### config.mk
export PLATFORM = sky130hd
export DESIGN_NAME = delimited_frame_receiver_checksum
export DESIGN_NICKNAME = d
export VERILOG_FILES = /design/src/hw/rtl/dfrc_pkg.sv /design/src/hw/rtl/dfrc_parse.sv /design/src/hw/rtl/delimited_frame_receiver_checksum.sv
export SDC_FILE = /design/constraint.sdc
export NUM_CORES = 1
export LEC_CHECK = 0
export BUFFER_PORTS_ARGS = -buffer_cell sky130_fd_sc_hd__buf_2
export CAP_MARGIN = 10
export CORE_UTILIZATION = 45
export CTS_CLUSTER_DIAMETER = 150
export CTS_CLUSTER_SIZE = 40
export DETAILED_ROUTE_END_ITERATION = 6
export HOLD_SLACK_MARGIN = 0.1
export PLACE_DENSITY = 0.81
export SLEW_MARGIN = 20
export SYNTH_ARGS = -nofsm -noshare
export SYNTH_HDL_FRONTEND = slang
export SYNTH_SLANG_ARGS = --single-unit
### constraint.sdc
create_clock -name clk -period 2.5 [get_ports clk]
set_input_delay 0.125 -clock clk [delete_from_list [all_inputs] [get_ports clk]]
set_output_delay 0.125 -clock clk [all_outputs]
set_load 0.005 [all_outputs]
### src/hw/rtl/dfrc_pkg.sv
package dfrc_pkg;

	// byte position codes within a frame
	localparam int unsigned POS_W = 17;
	localparam logic [POS_W-1:0] POS_IDLE   = 17'd0;
	localparam logic [POS_W-1:0] POS_LEN_HI = 17'd1;
	localparam logic [POS_W-1:0] POS_LEN_LO = 17'd2;
	localparam logic [POS_W-1:0] POS_FIRST  = 17'd3;

	localparam logic [7:0] DELIM_RESET = 8'h7E;
	localparam logic [7:0] SUM_TARGET  = 8'hFF;

	// register word indexes
	localparam logic REG_DELIM = 1'b0;

	// one result word
	typedef struct packed {
		logic [15:0] frame_length;
		logic        checksum_ok;
		logic        is_end;
		logic        is_identifier;
		logic [7:0]  payload_byte;
	} dfrc_result_t;

endpackage

### src/hw/rtl/dfrc_parse.sv
module dfrc_parse (
	input  logic                  clk,
	input  logic                  arst_n,
	input  logic                  fire,
	input  logic [7:0]            rx_byte,
	input  logic                  abort,
	input  logic [7:0]            start_delimiter,
	output logic                  res_valid,
	output dfrc_pkg::dfrc_result_t res
);
	import dfrc_pkg::*;

	logic [POS_W-1:0] pos_q, pos_d;
	logic [15:0]      len_q, len_d;
	logic [7:0]       sum_q, sum_d;
	logic [POS_W-1:0] pos_end;
	logic [7:0]       expect_sum;

	// checksum falls right after the last payload byte
	assign pos_end    = {1'b0, len_q} + POS_FIRST;
	assign expect_sum = SUM_TARGET - sum_q;

	// frame tracking and result for the current word
	always_comb begin
		pos_d     = pos_q;
		len_d     = len_q;
		sum_d     = sum_q;
		res_valid = 1'b0;
		res.payload_byte  = rx_byte;
		res.is_identifier = 1'b0;
		res.is_end        = 1'b0;
		res.checksum_ok   = 1'b0;
		res.frame_length  = len_q;
		priority if (abort) begin
			pos_d = POS_IDLE;
			len_d = '0;
			sum_d = '0;
		end else if (pos_q == POS_IDLE) begin
			if (rx_byte == start_delimiter) begin
				pos_d = POS_LEN_HI;
				len_d = '0;
				sum_d = '0;
			end
		end else if (pos_q == POS_LEN_HI) begin
			len_d = {rx_byte, 8'h00};
			pos_d = POS_LEN_LO;
		end else if (pos_q == POS_LEN_LO) begin
			len_d = {len_q[15:8], rx_byte};
			pos_d = POS_FIRST;
		end else if (pos_q == pos_end) begin
			res_valid       = 1'b1;
			res.is_end      = 1'b1;
			res.checksum_ok = (rx_byte == expect_sum);
			pos_d = POS_IDLE;
			len_d = '0;
			sum_d = '0;
		end else begin
			res_valid         = 1'b1;
			res.is_identifier = (pos_q == POS_FIRST);
			sum_d = sum_q + rx_byte;
			pos_d = pos_q + 1'b1;
		end
	end

	// frame state
	always_ff @(posedge clk or negedge arst_n) begin
		if (!arst_n) begin
			pos_q <= POS_IDLE;
			len_q <= '0;
			sum_q <= '0;
		end else if (fire) begin
			pos_q <= pos_d;
			len_q <= len_d;
			sum_q <= sum_d;
		end
	end

	// checks
	a_id_not_end: assert property (@(posedge clk) disable iff (!arst_n)
		res_valid |-> !(res.is_identifier && res.is_end))
		else $error("identifier and end flagged together");
	a_ok_only_end: assert property (@(posedge clk) disable iff (!arst_n)
		(res_valid && !res.is_end) |-> !res.checksum_ok)
		else $error("checksum flag on payload word");
	a_end_closes: assert property (@(posedge clk) disable iff (!arst_n)
		(fire && res_valid && res.is_end) |=> (pos_q == POS_IDLE && sum_q == '0))
		else $error("frame not closed after checksum");
	a_abort_clears: assert property (@(posedge clk) disable iff (!arst_n)
		(fire && abort) |=> (pos_q == POS_IDLE && len_q == '0 && sum_q == '0))
		else $error("abort did not clear frame state");
	a_pos_bound: assert property (@(posedge clk) disable iff (!arst_n)
		(pos_q > POS_LEN_LO) |-> (pos_q <= pos_end))
		else $error("position ran past checksum");

endmodule

### src/hw/rtl/delimited_frame_receiver_checksum.sv
// Delimited frame receiver: takes one received byte per word, hunts for the
// start delimiter (register 0, reset 0x7E), then reads a 16-bit big-endian
// length, that many payload bytes and one checksum byte. Each payload byte
// leaves as a word with the header length; the first one is flagged as the
// identifier. The checksum byte leaves as the last word of the frame (tlast)
// with checksum_ok set when it equals 0xFF minus the low byte of the payload
// sum. Delimiter, length bytes and aborted words give no output; an abort
// drops any partial frame. Throughput is one byte per clock while the output
// is not stalled: an input register and an output register surround the
// combinational frame logic.
module delimited_frame_receiver_checksum (
	input  logic        clk,
	input  logic        arst_n,
	// configuration
	input  logic        psel,
	input  logic        penable,
	input  logic        pwrite,
	input  logic [2:0]  paddr,
	input  logic [31:0] pwdata,
	output logic [31:0] prdata,
	output logic        pready,
	// received bytes
	input  logic        s_axis_tvalid,
	output logic        s_axis_tready,
	input  logic [7:0]  s_axis_tdata,  // [7:0] rx_byte
	input  logic [0:0]  s_axis_tuser,  // [0] abort
	// frame output
	output logic        m_axis_tvalid,
	input  logic        m_axis_tready,
	output logic [23:0] m_axis_tdata,  // [7:0] payload_byte, [23:8] frame_length
	output logic [1:0]  m_axis_tuser,  // [0] is_identifier, [1] checksum_ok
	output logic        m_axis_tlast   // is_end
);
	import dfrc_pkg::*;

	logic [7:0]   delim_q;
	logic         in_valid_s1;
	logic [7:0]   rx_byte_s1;
	logic         abort_s1;
	logic         out_free;
	logic         fire;
	logic         res_valid;
	dfrc_result_t res;
	logic         out_valid_q;
	dfrc_result_t out_q;

	// register port
	assign pready = 1'b1;
	always_ff @(posedge clk or negedge arst_n) begin
		if (!arst_n) begin
			delim_q <= DELIM_RESET;
		end else if (psel && penable && pwrite && pready && paddr[2] == REG_DELIM) begin
			delim_q <= pwdata[7:0];
		end
	end
	assign prdata = (paddr[2] == REG_DELIM) ? {24'h0, delim_q} : 32'h0;

	// handshake flow
	assign out_free      = !out_valid_q || m_axis_tready;
	assign fire          = in_valid_s1 && out_free;
	assign s_axis_tready = !in_valid_s1 || out_free;

	// input register
	always_ff @(posedge clk or negedge arst_n) begin
		if (!arst_n) begin
			in_valid_s1 <= 1'b0;
		end else if (s_axis_tready) begin
			in_valid_s1 <= s_axis_tvalid;
		end
	end
	always_ff @(posedge clk) begin
		if (s_axis_tready && s_axis_tvalid) begin
			rx_byte_s1 <= s_axis_tdata;
			abort_s1   <= s_axis_tuser[0];
		end
	end

	dfrc_parse u_parse (
		.clk             (clk),
		.arst_n          (arst_n),
		.fire            (fire),
		.rx_byte         (rx_byte_s1),
		.abort           (abort_s1),
		.start_delimiter (delim_q),
		.res_valid       (res_valid),
		.res             (res)
	);

	// output register
	always_ff @(posedge clk or negedge arst_n) begin
		if (!arst_n) begin
			out_valid_q <= 1'b0;
		end else if (out_free) begin
			out_valid_q <= fire && res_valid;
		end
	end
	always_ff @(posedge clk) begin
		if (fire && res_valid) begin
			out_q <= res;
		end
	end

	assign m_axis_tvalid = out_valid_q;
	assign m_axis_tdata  = {out_q.frame_length, out_q.payload_byte};
	assign m_axis_tuser  = {out_q.checksum_ok, out_q.is_identifier};
	assign m_axis_tlast  = out_q.is_end;

endmodule
### Yosys cells after proc, flatten, opt, wreduce, memory -nomap -nowiden

Cells that the tools add are included.

| word-level totals | value |
|---|---|
| output and inout port bits | 62 |
| register bits | 87 |
| input bits | 51 |
| logic and storage cells | 74 |

| cells by class | value |
|---|---|
| reduce and logical (&&, ||, !) cells | 20 |
| multiplexer cells | 24 |
| bitwise operators | 2 |
| $add $sub $neg | 4 |
| eq/ne operators | 10 |

Operators by type and width:

| kind | count |
|---|---|
| $mux W17 | 6 |
| $mux W16 | 6 |
| $mux W8 | 7 |
| $eq A17 B2 Y1 const B | 2 |
| $add A16 B2 Y17 const B | 1 |
| $add A17 B1 Y17 const B | 1 |
| $eq A17 B1 Y1 const B | 1 |
| $eq A17 B17 Y1 | 1 |
| $logic_not A17 Y1 | 1 |
| $eq A8 B8 Y1 | 2 |
| $reduce_or A5 Y1 | 2 |
| $add A8 B8 Y8 | 1 |
| $reduce_and A4 Y1 | 2 |
| $sub A8 B8 Y8 const A | 1 |
| $logic_and A1 B1 Y1 | 6 |
| $ne A3 B2 Y1 const B | 2 |
| $mux W1 | 5 |
| $reduce_bool A5 Y1 | 1 |
| $ne A4 B2 Y1 const B | 1 |
| $reduce_bool A4 Y1 | 1 |
| $reduce_or A4 Y1 | 1 |
| $ne A3 B3 Y1 const B | 1 |
| $reduce_and A3 Y1 | 1 |
| $logic_not A1 Y1 | 2 |
| 3 further kinds | 5 |

### Depth between registers and ports, before layout

Gate-level depths: netlist of the first run.

| depth | value |
|---|---|
| word-level depth | 7 |
| mapped depth | 13 |

### Cells and area by module

From an unflattened synthesis of the first run, not the netlist that was laid out.

| unflattened totals | value |
|---|---|
| cell total of the unflattened synthesis | 493 |
| area, all modules | 5117.4 um^2 |

Modules (own cells, without submodules):

| module | area an instance (um^2) | seq. area each (um^2) | times used | cells an instance |
|---|---|---|---|---|
| dfrc_parse | 3353.2 | 1026.0 | 1 | 395 |
| delimited_frame_receiver_checksum | 1764.2 | 1338.8 | 1 | 98 |

### Worst setup path after synthesis of the first run

No wires, ideal clock.

| timing | value |
|---|---|
| path type | reg-to-reg |
| start | reg u_parse.pos_q[0] |
| end | reg u_parse.pos_q[9] |
| path buffers | 0 |
| slack | -158 ps |
| library setup time | 67 ps |
| required time | 2433 ps |
| data arrival time | 2591 ps |
| clock period less this slack | 2658 ps |
| cell stages (with the launch flop) | 10 |
| path through | dfrtp_1 -> inv_1 -> ha_1 -> or3_1 -> a21o_1 -> or2_2 -> inv_1 -> nand3_1 -> nor2_1 -> a221o_1 |

| on the way | value |
|---|---|
| word-level cells in the longest chain between the ends | 6 |

Ends and longest elaborated chain:

| what | line | source |
|---|---|---|
| start, declared | dfrc_parse.sv:13 | `logic [POS_W-1:0] pos_q, pos_d;` |
| start signal, assigned | dfrc_parse.sv:72 | `pos_q <= pos_d;` |
| $add A17 B1 Y17 / $eq A17 B17 Y1 (equally long branches) | dfrc_parse.sv:61, dfrc_parse.sv:50 |  |
| $mux W17 | dfrc_parse.sv:50 | `end else if (pos_q == pos_end) begin` |
| $mux W17 | dfrc_parse.sv:47 | `end else if (pos_q == POS_LEN_LO) begin` |
| $mux W17 | dfrc_parse.sv:44 | `end else if (pos_q == POS_LEN_HI) begin` |
| $mux W17 | dfrc_parse.sv:38 | `end else if (pos_q == POS_IDLE) begin` |
| $mux W17 | dfrc_parse.sv:34 | `priority if (abort) begin` |

Several ways; a longest one is shown, not always the timed one.
A chain may end at the register's enable or synchronous reset.

### Worst setup path after layout of the first run

| timing | value |
|---|---|
| start | reg u_parse.len_q[1] |
| end | reg u_parse.pos_q[0] |

| on the way | value |
|---|---|
| word-level cells in the longest chain between the ends | 7 |

Ends and longest elaborated chain:

| what | line | source |
|---|---|---|
| start, declared | dfrc_parse.sv:14 | `logic [15:0] len_q, len_d;` |
| start signal, assigned | dfrc_parse.sv:73 | `len_q <= len_d;` |
| $add A16 B2 Y17 | dfrc_parse.sv:20 | `assign pos_end = {1'b0, len_q} + POS_FIRST;` |
| $eq A17 B17 Y1 | dfrc_parse.sv:50 |  |
| $mux W17 | dfrc_parse.sv:50 |  |
| $mux W17 | dfrc_parse.sv:47 |  |
| $mux W17 | dfrc_parse.sv:44 |  |
| $mux W17 | dfrc_parse.sv:38 |  |
| $mux W17 | dfrc_parse.sv:34 |  |

No other way between the ends.

==> summary.md, run 1 <==
| Metric | Value |
|---|---|
| Outcome | `finished clean` |
| Synth area leaders | `dfrtp_1 23%, edfxtp_1 22%, xor2_1 4.5%, buf_4 4.0%, xnor2_1 3.6%` |
| Max Clock Freq | `between 0.4 and 0.5 GHz` |
| Cell count after synthesis | `around 450` |
| Simple-gate share of the synthesized area | `roughly 18%` |
| H-tree depth | `3` |
| Post-synthesis adder-cell area fraction | `approximately 3.5%` |
| Via count | `approximately 4100` |
| Max-Cap Viols | `0` |
| Row cnt | `37` |
| Final setup fails | `0` |
| Worst path slowest cell | `or4_1` |
| Most frequent cells in the layout | `61 x buf_2, 58 x buf_4, 39 x dfrtp_1, 36 x edfxtp_1, 26 x nand2_1` |
| Met2 Resource Use GR | `roughly two fifths` |
| Crit end category | `register` |
| Total length of routed wires | `about 13000 µm` |
| Fin util | `59.5%` |
| Worst IR Drop VDD | `approximately 850 µV` |
| Starting density of the core | `a little under half` |
| M1 GR Usage | `28.3%` |
| Layout cells sized above 1 | `between 30% and 40%` |
| Grt met3 use | `around 5%` |
| Clock Skews | `0.0111 ns` |
| Initial antenna violation count | `0` |
| Min Tclk post-route | `2.43 ns` |
| Synth warnings | `0` |
| Critical path arrival | `roughly 2.7 ns` |
| Pin count of the biggest net entering global routing | `25` |
| Syn avg cell area | `roughly 11 µm²` |
| CTS tree | `yes` |
| Total CTS buffers | `9` |
| Port Buffers | `61` |
| Post-route ant nets | `0` |
| DRC | `0` |
| First-pass GRT wire length | `20200 µm` |
| Netlist Area Pre-Place | `0.00488 mm²` |
| Final period util | `between 90% and 100%` |
| GRT overflow | `0` |
| Yosys cell types | `64` |
| Fillers | `800` |
| Area share of the largest cell type after synthesis | `a little under a quarter` |
| Seq/Total Area, Yosys | `48.5%` |
| Most Used Layer, Global Route | `met2` |
| Mux contribution to synthesized area | `about 1.8%` |
| CTS clock-pin slew for the worst setup and hold paths | `around 0.10 ns` |
| Root buf cell | `clkbuf_8` |
| Clock Path Buffers | `2` |
| Iter 0 DRT Violations | `451` |
| Die H | `between 100 and 150 µm` |
| Hold WC Path Type | `input port to async pin` |
| Post-synthesis xor/xnor area fraction | `about 8.1%` |
| Worst Setup Start Kind | `register` |
| Power Dens Cells | `~870 mW/mm²` |
| P_leak | `0.00271 µW` |
| # nets final | `between 600 and 700` |
| DIE AREA | `~0.011 mm²` |
| Synthesis-to-layout area growth | `27.2%` |
| Fin worst setup slack | `approximately 0.072 ns` |
| CP top delay family | `simple AND/OR/NAND/NOR gates` |
| Predominant post-synthesis flop cell | `dfrtp_1` |
| Clk_lat worst skew | `~0.38 ns` |
| DPL Wire Length | `8710 µm` |
| Crit Path Class | `register to register` |
| Commonest non-fill, non-tap cell in the layout | `buf_2` |
| Design area | `approximately 0.0062 mm²` |
| Fin Hold WS | `between 0.1 and 0.15 ns` |
| Number of synthesized flops with an enable pin | `36` |
| Critical path fanouts, max | `8` |
| Combinational family with the most area after synthesis | `simple AND/OR/NAND/NOR gates` |
| Pre-antenna DRT Iters | `5` |
| Yosys top cell by area | `dfrtp_1` |
| Synth Area in Compound Gates | `between 10% and 20%` |
| Final Hold Fails | `0` |
| Seq cells post-synth | `87` |
| WP buf/inv | `4` |
| Async SR Flop Fraction | `approximately three fifths` |
| Dpl cell area | `around 0.0056 mm²` |
| Clk sink count | `just under 90` |
| Most used cell, CP | `buf_4` |
| Vias/cell | `between 5 and 6` |
| Routed len/inst | `17.9 µm` |
| Worst-path cell chain | `inv_2 > ha_4 > buf_4 > or4_1 > nand4b_1 > nand3b_1 > and4_4 > buf_4 > buf_4 > o31ai_1` |
| Vias in the first global route | `roughly 4000` |
| Core Box Area | `0.0104 mm²` |
| Diodes inserted | `0` |
| Final slew viol count | `0` |
| Worst slack at placement | `-0.205 ns` |
| GPL Wtd Cong | `0.848` |
| Slowest cell delay on critical path | `0.49 ns` |
| Die width | `106 µm` |
| GRT Overall Usage | `between 20% and 30%` |
| # IOs | `~110` |
| Worst EP required | `~2.8 ns` |
[synthesized netlist by cell type (13+ instances only)]
cell and count:
xor2_1 25, nand3_1 15, dfrtp_1 45, buf_4 26
edfxtp_1 36, xnor2_1 20, a22o_1 15, o21ai_0 14
nand2_1 26, inv_1 13, nor2_1 19
[where the power goes]
group	internal [µW]	leakage [µW]	switching (µW)
sequential	1840	0.00100	269
combinational	1060	0.00161	1230
clock	393	0.0000981	598
[flip-flops by register name, summed over array words and instances (netlist names), 2 cells and up]
| register | flops |
|---|---|
| m_axis_tdata | 24 |
| u_parse.sum_q | 8 |
| rx_byte_s1 | 8 |
| m_axis_tuser | 2 |
| u_parse.len_q | 16 |
| u_parse.pos_q | 17 |
| delim_q | 8 |
[kinds of logic after synthesis]
family | Yosys count
adders and majority gates | 13
muxes | 8
AOI/OAI and AO/OA | 85
buffers and inverters | 61
DFF | 87
xor gates and xnor gates | 45
and+or+nand+nor | 147
other | 2
[metrics by stage]
stage | std cells | power [µW] | TNS, ns
final | 719 | 5390 | 0
after detailed placement | 676 | 4160 | -3.12
after global routing | 719 | 5670 | -0.221
after global placement | 676 | 4050 | -0.546
after CTS | 713 | 5200 | 0
after floorplan | 471 | 3290 | -0.0424
[worst paths after layout]
check | depth (start not counted) | slack [ns] | endpoint | startpoint
worst max-delay path | 10 | 0.07 | u_parse.pos_q[0] | u_parse.len_q[1]
worst min-delay path | 2 | 0.14 | u_parse.len_q[13] | arst_n
worst max register to register | 10 | 0.07 | u_parse.pos_q[0] | u_parse.len_q[1]
worst min register to register | 0 | 0.52 | m_axis_tdata[11] | u_parse.len_q[3]
max in group asynchronous | 3 | 1.69 | delim_q[2] | arst_n
min in group clk | 3 | 0.40 | delim_q[0] | pwrite
[per-layer routing]
layer | vias to the layer above | wire [µm]
li1 | 1855 | -
met1 | 2026 | 4930
met2 | 214 | 6550
met3 | 44 | 870
met4 | 0 | 503
met5 | - | 0
[area by class of cell]
| type | instances | area (µm²) | share of cell area, % |
|---|---|---|---|
| well taps | 136 | 170 | 2.74 |
| clock inverters | 7 | 75.1 | 1.21 |
| multi-input cells | 323 | 2390 | 38.6 |
| flip-flops and latches | 87 | 2370 | 38.2 |
| inverters | 13 | 52.6 | 0.847 |
| repair buffers | 144 | 1010 | 16.3 |
| clock buffers | 9 | 124 | 2.00 |
[repair_timing]
| item | in CTS | in global routing |
|---|---|---|
| endpoints found under the hold margin | 64 | 0 |
| hold buffers | 21 | 0 |
| pin swaps | 0 | 8 |
| buffers inserted | 0 | 6 |
| gates resized for setup | 5 | 33 |
| setup endpoints to repair | 40 | 27 |
No activity file was read; power rests on OpenSTA's default activity.
==> inputs of run 2 (changes only) <==
PLACE_DENSITY = 0.79   (was 0.81)
SLEW_MARGIN = 0   (was 20)
TNS_END_PERCENT = 50   (was unset)
clock period = 2.6 ns   (was 2.5 ns; I/O delays follow)
==> run 2 against run 1 <==
Hold slack improved by 0.00082 ns. Final cell count decreased by 2.2%. Via count decreased by 3.1%. Die area unchanged. Global-route usage decreased by 0.84 points. Register-to-register slack about the same. Largest power group is now sequential cells.
==> summary.md, run 2 (synthesized netlist as in run 1, its figures left out) <==
| Metric | Value |
|---|---|
| Outcome | `finished clean (unchanged)` |
| Initial antenna violation count | `0 (unchanged)` |
| Worst Setup Start Kind | `register (unchanged)` |
| Starting density of the core | `46.8% (unchanged)` |
| Vias in the first global route | `3999 (was 4011)` |
| Worst path slowest cell | `edfxtp_1 (was or4_1)` |
| Storage cell area | `0.00237 mm² (about the same)` |
| Die width | `106 µm (unchanged)` |
| H-tree depth | `3 (unchanged)` |
| Fin util | `57.4% (was 59.5%)` |
| Net Sw Frac | `37.4% (was 38.8%)` |
| Max reg flops | `24 (unchanged)` |
| Clk_lat worst skew | `0.36 ns (was 0.38 ns)` |
| Routed len/inst | `17.2 µm (was 17.9 µm)` |
| Internal | `3190 µW (was 3300 µW)` |
| Clock Skews | `0.0109 ns (was 0.0111 ns)` |
| Most frequent cells in the layout | `61 x buf_2, 43 x dfrtp_1, 43 x buf_4, 36 x edfxtp_1, 26 x nand2_1 (was 61 x buf_2, 58 x buf_4, 39 x dfrtp_1, 36 x edfxtp_1, 26 x nand2_1)` |
| CTS clock-pin slew for the worst setup and hold paths | `0.10 ns (about the same)` |
| Design area | `0.00598 mm² (was 0.00620 mm²)` |
| Final period util | `96.8% (was 97.1%)` |
| GRT overflow | `0 (unchanged)` |
| Slew @ Worst Pin | `0.717 ns` |
| Port Buffers | `61 (unchanged)` |
| Min Tclk post-route | `2.52 ns (was 2.43 ns)` |
| Final Hold Fails | `0 (unchanged)` |
| Fillers | `830 (was 800)` |
| Final setup fails | `0 (unchanged)` |
| Total CTS buffers | `9 (unchanged)` |
| Post-route ant nets | `0 (unchanged)` |
| Fin Hold WS | `0.145 ns (was 0.144 ns)` |
| Worst EP required | `2.85 ns (was 2.77 ns)` |
| CTS tree | `yes (unchanged)` |
| Vias/cell | `5.70 (was 5.76)` |
| Pre-antenna DRT Iters | `5 (unchanged)` |
| Critical path arrival | `2.76 ns (was 2.69 ns)` |
| P_leak | `0.00262 µW (was 0.00271 µW)` |
| DRC | `0 (unchanged)` |
| Max-Cap Viols | `0 (unchanged)` |
| Register share of total power | `40.1% (was 39.2%)` |
| R2r setup slk | `0.08 ns (was 0.07 ns)` |
| Worst R2R Path Depth | `8 (was 10)` |
| # nets final | `626 (was 642)` |
| Worst setup startpoint | `rx_byte_s1[3] (was u_parse.len_q[1])` |
| First-pass GRT wire length | `19700 µm (was 20200 µm)` |
| Slowest cell delay on critical path | `0.58 ns (was 0.49 ns)` |
| Diodes inserted | `0 (unchanged)` |
| Commonest non-fill, non-tap cell in the layout | `buf_2 (unchanged)` |
| Dpl cell area | `0.00550 mm² (was 0.00559 mm²)` |
| Die H | `106 µm (unchanged)` |
| Power Dens Cells | `851 mW/mm² (was 869 mW/mm²)` |
| Clock power frac | `20.0% (was 18.4%)` |
| Clock Path Buffers | `2 (unchanged)` |
| Pin count of the biggest net entering global routing | `42 (was 25)` |
| Crit Path Class | `register to register (unchanged)` |
| DPL Wire Length | `8620 µm (was 8710 µm)` |
| Post-route insts no fill | `703 (was 719)` |
| Total length of routed wires | `12100 µm (was 12900 µm)` |
| GRT Overall Usage | `22.6% (was 23.5%)` |
| Max Clock Freq | `0.397 GHz (was 0.412 GHz)` |
| Worst R2R Start | `rx_byte_s1[3] (was u_parse.len_q[1])` |
| Synthesis-to-layout area growth | `22.6% (was 27.2%)` |
| Layout cells sized above 1 | `27.7% (was 32.9%)` |
| Slew headroom | `a little over half` |
| GPL Wtd Cong | `0.862 (was 0.848)` |
| Inst Count DP | `664 (was 676)` |
| Row cnt | `37 (unchanged)` |
| Core Box Area | `0.0104 mm² (unchanged)` |
| Hold WC Path Type | `input port to async pin (unchanged)` |
| Multi-input logic area | `0.00228 mm² (was 0.00239 mm²)` |
| Crit end category | `register (unchanged)` |
| Clk sink count | `87 (unchanged)` |
| Worst R2R End | `u_parse.sum_q[7] (was u_parse.pos_q[0])` |
| Iter 0 DRT Violations | `319 (was 451)` |
| Worst IR Drop VDD | `556 µV (was 846 µV)` |
| Logic pwr share | `39.9% (was 42.4%)` |
| NetSw | `1900 µW (was 2090 µW)` |
| Worst-path cell chain | `ha_1 > and3_1 > a221oi_1 > o21bai_1 > a21oi_1 > xnor2_1 > nor2b_1 > a221o_1 (was inv_2 > ha_4 > buf_4 > or4_1 > nand4b_1 > nand3b_1 > and4_4 > buf_4 > buf_4 > o31ai_1)` |
| DIE AREA | `0.0113 mm² (unchanged)` |
| Root buf cell | `clkbuf_8 (unchanged)` |
| Critical path fanouts, max | `5 (was 8)` |
| # IOs | `113 (unchanged)` |
| Final slew viol count | `0 (unchanged)` |
| Via count | `4010 (was 4139)` |
[run 2: changes by cell type in the layout (fill, tap and decap cells not counted), moves of 3 or more]
cell     before  now
buf_4        58   43
o21ai_0      10   14
o21ai_1       3    0
nor4_1        9   12
dfrtp_1      39   43
dfrtp_2       6    2
[run 2: repair_timing]
action	in CTS	in global routing
resized for setup	1	7
cloned	0	0
hold buffers	21	0
endpoints found under the setup margin	1	28
hold endpoints to repair	38	0
buffers inserted	0	2
[run 2: how the worst max path moves through the flow]
stage          cells past startpoint               end  slack (ns)
2_1_floorplan                     10  u_parse.pos_q[8]        0.09
6_report                           8  u_parse.sum_q[7]        0.08
3_3_place_gp                      10   m_axis_tuser[1]       0.006
4_1_cts                            9   m_axis_tuser[1]        0.01
5_1_grt                            8  u_parse.pos_q[5]       -0.03
3_5_place_dp                      10   m_axis_tuser[1]        0.02
[run 2: power by group through the flow]
stage          Clock, µW  Combinational, µW  Sequential (µW)
6_report            1020               2030             2040
4_1_cts             1030               1960             2030
3_5_place_dp           0               1920             2050
5_1_grt             1080               2220             2070
3_3_place_gp           0               1840             2030
2_1_floorplan          0               1190             1970
[run 2: per-stage QoR]
step | total power, µW | setup WS, ns | TNS, ns
floorplan | 3160 | 0.0858 | 0
global placement | 3870 | 0.00610 | 0
detailed placement | 3970 | 0.0197 | 0
CTS | 5020 | 0.0117 | 0
global route | 5370 | -0.0335 | -0.0917
finish | 5090 | 0.0835 | 0
[run 2: final cells by class]
type	instances	share of cell area [%]
repair buffers	128	15.0
clock buffers	9	2.07
multi-input cells	323	38.1
well taps	136	2.85
clock inverters	7	1.47
flip-flops and latches	87	39.6
inverters	13	0.879
[run 2: routing by layer]
layer	vias up	GRT usage, %	share of wire, %	wire (µm)
li1	1813	-	-	-
met1	1948	28.0	40	4830
met2	210	38.4	50	6020
met3	39	4.29	7.1	861
met4	0	10.3	3.2	392
met5	-	0	0	0
[run 2: worst max-delay path, delay by kind of cell, from the launching register on]
family                     cells  cell delay (ns)
adders and majority gates      1             0.43
and+or+nand+nor                2             0.28
DFF                            1             0.58
AOI/OAI and AO/OA              4             0.97
xor gates and xnor gates       1             0.15
